<file path="src/rtl/dbds_pkg.sv">
// Package for the DSSS Barker DBPSK shaper: constants, field widths, codes
// and the command/status structs between controller and datapath. No dependencies.
`timescale 1ns / 1ps
`default_nettype none

package dbds_pkg;

  localparam int SAMPLES_PER_BIT_DEF = 44;
  localparam int TAPS_DEF            = 32;
  localparam int COEF_WIDTH_DEF      = 16;

  localparam int IN_COEF_W = 16;
  localparam int TAP_IDX_W = 6;
  localparam int OUT_W     = 21;
  localparam int ROT_W     = 16;
  localparam int FRAC_BITS = 15;
  localparam int CFG_IDX_W = 1;

  // Barker chips sit every fourth sample; bit k set means chip k is +1 for a one.
  localparam int BARKER_LEN   = 11;
  localparam int CHIP_SPACING = 4;
  localparam int SPACE_SH     = $clog2(CHIP_SPACING);
  localparam logic [BARKER_LEN-1:0] BARKER_POS = 11'b000_1110_1101;

  localparam logic KIND_DATA = 1'b0;
  localparam logic KIND_COEF = 1'b1;

  localparam logic [CFG_IDX_W-1:0] REG_ROT_COS = 1'b0;
  localparam logic [CFG_IDX_W-1:0] REG_ROT_SIN = 1'b1;

  localparam logic signed [ROT_W-1:0] ROT_COS_RST = 16'sh7FFF;
  localparam logic signed [ROT_W-1:0] ROT_SIN_RST = 16'sh0000;

  typedef struct packed {
    logic coef_we;
    logic clear_dl;
    logic issue;
    logic chip_nz;
    logic chip_neg;
    logic last;
  } dbds_cmd_t;

  typedef struct packed {
    logic advance;
  } dbds_sts_t;

  function automatic logic barker_bit(input logic [3:0] k);
    logic b;
    b = 1'b0;
    if (k < 4'(BARKER_LEN)) b = BARKER_POS[k];
    return b;
  endfunction

endpackage

`default_nettype wire

</file>
<file path="src/rtl/dbds_datapath.sv">
// Datapath of the DSSS shaper: chip delay line, coefficient registers,
// registered adder tree, carrier scaling and result register. Depends on dbds_pkg.
`timescale 1ns / 1ps
`default_nettype none

module dbds_datapath #(
  parameter int TAPS       = dbds_pkg::TAPS_DEF,
  parameter int COEF_WIDTH = dbds_pkg::COEF_WIDTH_DEF
) (
  input  logic                                      clk,
  input  logic                                      rst_n,
  input  dbds_pkg::dbds_cmd_t                       cmd,
  output dbds_pkg::dbds_sts_t                       sts,
  input  logic [dbds_pkg::TAP_IDX_W-1:0]            in_tap_index,
  input  logic signed [dbds_pkg::IN_COEF_W-1:0]     in_coef_value,
  input  logic                                      cfg_we,
  input  logic [dbds_pkg::CFG_IDX_W-1:0]            cfg_index,
  input  logic [dbds_pkg::ROT_W-1:0]                cfg_data,
  output logic                                      out_valid,
  input  logic                                      out_stall,
  output logic signed [dbds_pkg::OUT_W-1:0]         out_i_sample,
  output logic signed [dbds_pkg::OUT_W-1:0]         out_q_sample,
  output logic                                      out_last
);
  import dbds_pkg::*;

  localparam int CSW    = (COEF_WIDTH < IN_COEF_W) ? COEF_WIDTH : IN_COEF_W;
  localparam int SW     = CSW + $clog2(TAPS) + 1;
  localparam int NL     = (TAPS > 1) ? $clog2(TAPS) : 1;
  localparam int NLEAF  = 1 << NL;
  localparam int NODES  = 2 * NLEAF - 1;
  localparam int MW     = SW + ROT_W;
  localparam int KEEP_W = OUT_W + FRAC_BITS;
  localparam int PW     = (MW > KEEP_W) ? MW : KEEP_W;

  logic signed [CSW-1:0]   coef_r [TAPS];
  logic [TAPS-1:0]         nz_r, nz_nxt, neg_r, neg_nxt;
  logic signed [ROT_W-1:0] rot_cos_r, rot_sin_r;
  logic signed [SW-1:0]    leaf_c [NLEAF];
  logic signed [SW-1:0]    node_r [NODES];
  logic [NL-1:0]           vld_r_lo;
  logic [NL:0]             vld_r, last_r;
  logic signed [MW-1:0]    prod_i_c, prod_q_c;
  logic signed [PW-1:0]    prod_i_x, prod_q_x;
  logic                    out_valid_r, out_last_r;
  logic signed [OUT_W-1:0] out_i_r, out_q_r;

  assign sts.advance = !out_valid_r || !out_stall;
  assign vld_r_lo    = vld_r[NL-1:0];

  // Delay line: cleared at the start of a frame, shifted once per sample.
  always_comb begin
    nz_nxt  = nz_r;
    neg_nxt = neg_r;
    if (cmd.clear_dl) begin
      nz_nxt = '0;
    end else if (cmd.issue) begin
      nz_nxt  = TAPS'({nz_r, cmd.chip_nz});
      neg_nxt = TAPS'({neg_r, cmd.chip_neg});
    end
  end

  generate
    for (genvar t = 0; t < NLEAF; t++) begin : g_leaf
      if (t < TAPS) begin : g_tap
        assign leaf_c[t] = !nz_nxt[t] ? '0 :
                           (neg_nxt[t] ? -SW'(coef_r[t]) : SW'(coef_r[t]));
      end else begin : g_pad
        assign leaf_c[t] = '0;
      end
    end
  endgenerate

  always_ff @(posedge clk) begin
    for (int t = 0; t < TAPS; t++) begin
      if (cmd.coef_we && (in_tap_index == TAP_IDX_W'(t))) begin
        coef_r[t] <= in_coef_value[CSW-1:0];
      end
    end
  end

  always_ff @(posedge clk) begin
    if (sts.advance) begin
      for (int n = 0; n < NLEAF - 1; n++) begin
        node_r[n] <= node_r[2*n+1] + node_r[2*n+2];
      end
      for (int t = 0; t < NLEAF; t++) begin
        node_r[NLEAF-1+t] <= leaf_c[t];
      end
    end
  end

  assign prod_i_c = node_r[0] * rot_cos_r;
  assign prod_q_c = node_r[0] * rot_sin_r;
  assign prod_i_x = PW'(prod_i_c);
  assign prod_q_x = PW'(prod_q_c);

  always_ff @(posedge clk) begin
    if (sts.advance) begin
      out_i_r <= prod_i_x[KEEP_W-1:FRAC_BITS];
      out_q_r <= prod_q_x[KEEP_W-1:FRAC_BITS];
    end
  end

  always_ff @(posedge clk) begin
    neg_r <= neg_nxt;
    if (!rst_n) begin
      nz_r        <= '0;
      vld_r       <= '0;
      last_r      <= '0;
      out_valid_r <= 1'b0;
      out_last_r  <= 1'b0;
      rot_cos_r   <= ROT_COS_RST;
      rot_sin_r   <= ROT_SIN_RST;
    end else begin
      nz_r <= nz_nxt;
      if (sts.advance) begin
        vld_r       <= {vld_r_lo, cmd.issue};
        last_r      <= {last_r[NL-1:0], cmd.issue && cmd.last};
        out_valid_r <= vld_r[NL];
        out_last_r  <= last_r[NL];
      end
      if (cfg_we) begin
        unique case (cfg_index)
          REG_ROT_COS: rot_cos_r <= cfg_data;
          REG_ROT_SIN: rot_sin_r <= cfg_data;
          default:     rot_cos_r <= rot_cos_r;
        endcase
      end
    end
  end

  assign out_valid    = out_valid_r;
  assign out_i_sample = out_i_r;
  assign out_q_sample = out_q_r;
  assign out_last     = out_last_r;

endmodule

`default_nettype wire

</file>
<file path="config.mk">
export PLATFORM = sky130hd
export DESIGN_NAME = dbds_datapath
export DESIGN_NICKNAME = d
export VERILOG_FILES = /design/src/rtl/dbds_pkg.sv /design/src/rtl/dbds_datapath.sv
export SDC_FILE = /design/constraint.sdc
export NUM_CORES = 2
export LEC_CHECK = 0
export ABC_AREA = 1
export ABC_CLOCK_PERIOD_IN_PS = 71600
export BUFFER_PORTS_ARGS = -buffer_cell sky130_fd_sc_hd__buf_2
export CAP_MARGIN = 20
export CORE_UTILIZATION = 40
export CTS_CLUSTER_SIZE = 16
export DETAILED_ROUTE_END_ITERATION = 8
export PLACE_DENSITY_LB_ADDON = 0.12
export SYNTH_ARGS = -nofsm -noshare
export SYNTH_HDL_FRONTEND = slang
export SYNTH_SLANG_ARGS = --single-unit
</file>
<file path="constraint.sdc">
create_clock -name clk -period 71.6 [get_ports clk]
set_input_delay 17.9 -clock clk [delete_from_list [all_inputs] [get_ports clk]]
set_output_delay 17.9 -clock clk [all_outputs]
set_load 0.01 [all_outputs]
</file>
==> metrics.txt <==
outcome=complete, no violations; commonest cells in the netlist=2,684 x nand2_1, 2,294 x inv_1, 1,940 x edfxtp_1; Post-CTS Setup Repair Bufs=0; CP Class=input port to primary output; Final setup viols=0; crit-path max FO=37; CP arrival=18.62 ns; CTS Hold Bufs=0; synth-to-layout area growth=10.3%; CTS tree=done; critical path launch point type=input port; Synth area leaders=edfxtp_1 42%, fa_1 10%, ha_1 7.8%; global-route wire length before repair=603,000 um; actual slew at the worst max-slew pin=1.13 ns; syn nets=16,600; synthesized area=138,000 sq um; sequential-to-total area share from yosys stat=43.7%; RSZ-0062 raised after global routing=no; max-slew violations=0; clock root buffer master=clkbuf_16; DR WL/cell=19.7 um; GRT Util Overall=22.5%; Synth cell types=44; count leader, synth=nand2_1; clock buffers created by TritonCTS=236; dominant synthesized flop cell=edfxtp_1; vias per cell=5.15; top cell type's share of synthesized area=42.1%; final hold vios=0; crit end category=primary output; HP Class=flop to flop; critical path required time=53.70 ns; Detail Placement HPWL=292,000 um; fin nets=16,800; fin crit share=51.0%; post-cts resize count=0; Post-synth ARST share=0%; DR DRC count=0; fmax=27.4 MHz; TritonRoute pass-1 iters=8; total global routing overflow=0; Mapped Avg Cell Area=9.22 sq um; Skew-Pair Late Insertion Delay=0.94 ns; drt total wl=393,000 um; Worst-path clk slew=0.05 ns; Die Wd=590 um; share of layout cells above drive strength 1=4.61%; clk sinks=2,050; Die ar.=348,000 sq um; clock skew=0.0817 ns; Longest Clk Path Bufs=4; Ports=94; Fillers=33,400; normalized max-slew margin=24.5%; Tmin final=36.52 ns; Core ar.=344,000 sq um; die span in y=590 um; synth warn=0; Sequential cell area=60,500 sq um; largest net degree at the start of global routing=168; Gate Count Post-Synth=15,000; initial antenna violation count=40; area of the multi-input gates=67,800 sq um; Initial Util=40.2%; GP Congestion=0.899; detailed-route via count=103,000; Post-DRT Antenna Nets=0; port buffer count=93; max cap viols=0; DRT iter0 DRCs=8,095; setup TNS=0 ns; number of synthesized flops with an enable pin=1,940; vias in the first global route=101,000; H-tree levels=4; # rows=215; Seq cells post-synth=2,050; Yosys top cell by area=edfxtp_1
state kept, by name, summed over array words and instances, names as in the netlist:
name          flops
out_i_sample     21
nz_r             32
rot_cos_r        16
out_q_sample     21
last_r            6
vld_r             6
neg_r            32
out_last          1
coef_r          512
out_valid         1
node_r         1386
rot_sin_r        16
worst paths after layout:
path                       from                to  slack [ns]  cells after the start
setup reg to reg  node_r[0][11]  out_q_sample[20]       64.84                     25
hold / removal         vld_r[5]          vld_r[5]        0.46                      2
hold reg to reg        vld_r[5]          vld_r[5]        0.46                      2
setup / recovery      out_stall               sts       35.08                      3
through the flow:
stage / hold WS [ns] / worst slack, ns / area, sq um / std cells / util [%]
final: 0.455 / 35.08 / 153000 / 20000 / 44.4
after global routing: 0.486 / 35.00 / 153000 / 20000 / 44.4
after CTS: 0.461 / 35.06 / 152000 / 20000 / 44.4
after detailed placement: 0.454 / 35.07 / 144000 / 19500 / 42.0
after global placement: 0.447 / 35.06 / 144000 / 19500 / 42.0
after floorplan: 0.430 / 17.74 / 138000 / 15000 / -
final cells by class:
class,count,share of cell area (%)
inverter,2325,5.72
sequential,2050,39.6
multi-input combinational,10300,44.5
tap,4557,3.74
clock inverter,140,1.04
antenna,11,0.0180
clock buffer,303,4.26
timing repair buffer,249,1.14
critical path: stages:
cell and delay, ns:
buf_2 0.11, nand2_4 0.36, buf_2 0.22
cell families after synthesis:
group / Yosys count / share of synthesized area (%)
AOI/OAI and AO/OA: 2631 / 10.2
and+or+nand+nor: 5472 / 16.6
adders and majority gates: 1552 / 17.8
xor gates and xnor gates: 688 / 4.36
buffers and inverters: 2606 / 7.24
DFF: 2050 / 43.7
layout by cell type, fill, tap and decap left out, types with 157 or more instances in the layout:
master	count
a21oi_1	1522
fa_1	693
clkbuf_16	240
o21ai_0	708
nor3_1	513
nand3_1	593
inv_1	2294
ha_1	859
edfxtp_1	1940
xor2_1	457
xnor2_1	231
nand2_1	2683
buf_4	157
nor2_1	1284
layer usage:
metal  vias to the layer above  part of all wire, %  global-route usage [%]
met5                         -               0.0031                   0.246
met4                         2                  2.3                    5.05
met3                       481                  5.2                    2.38
met2                      2423                   46                    37.0
met1                     49200                   47                    31.9
li1                      50800                    -                       -
Power is left out: the tool's default activity adds up to more than one toggle a clock period on the data nets, which glitch-free logic cannot reach.
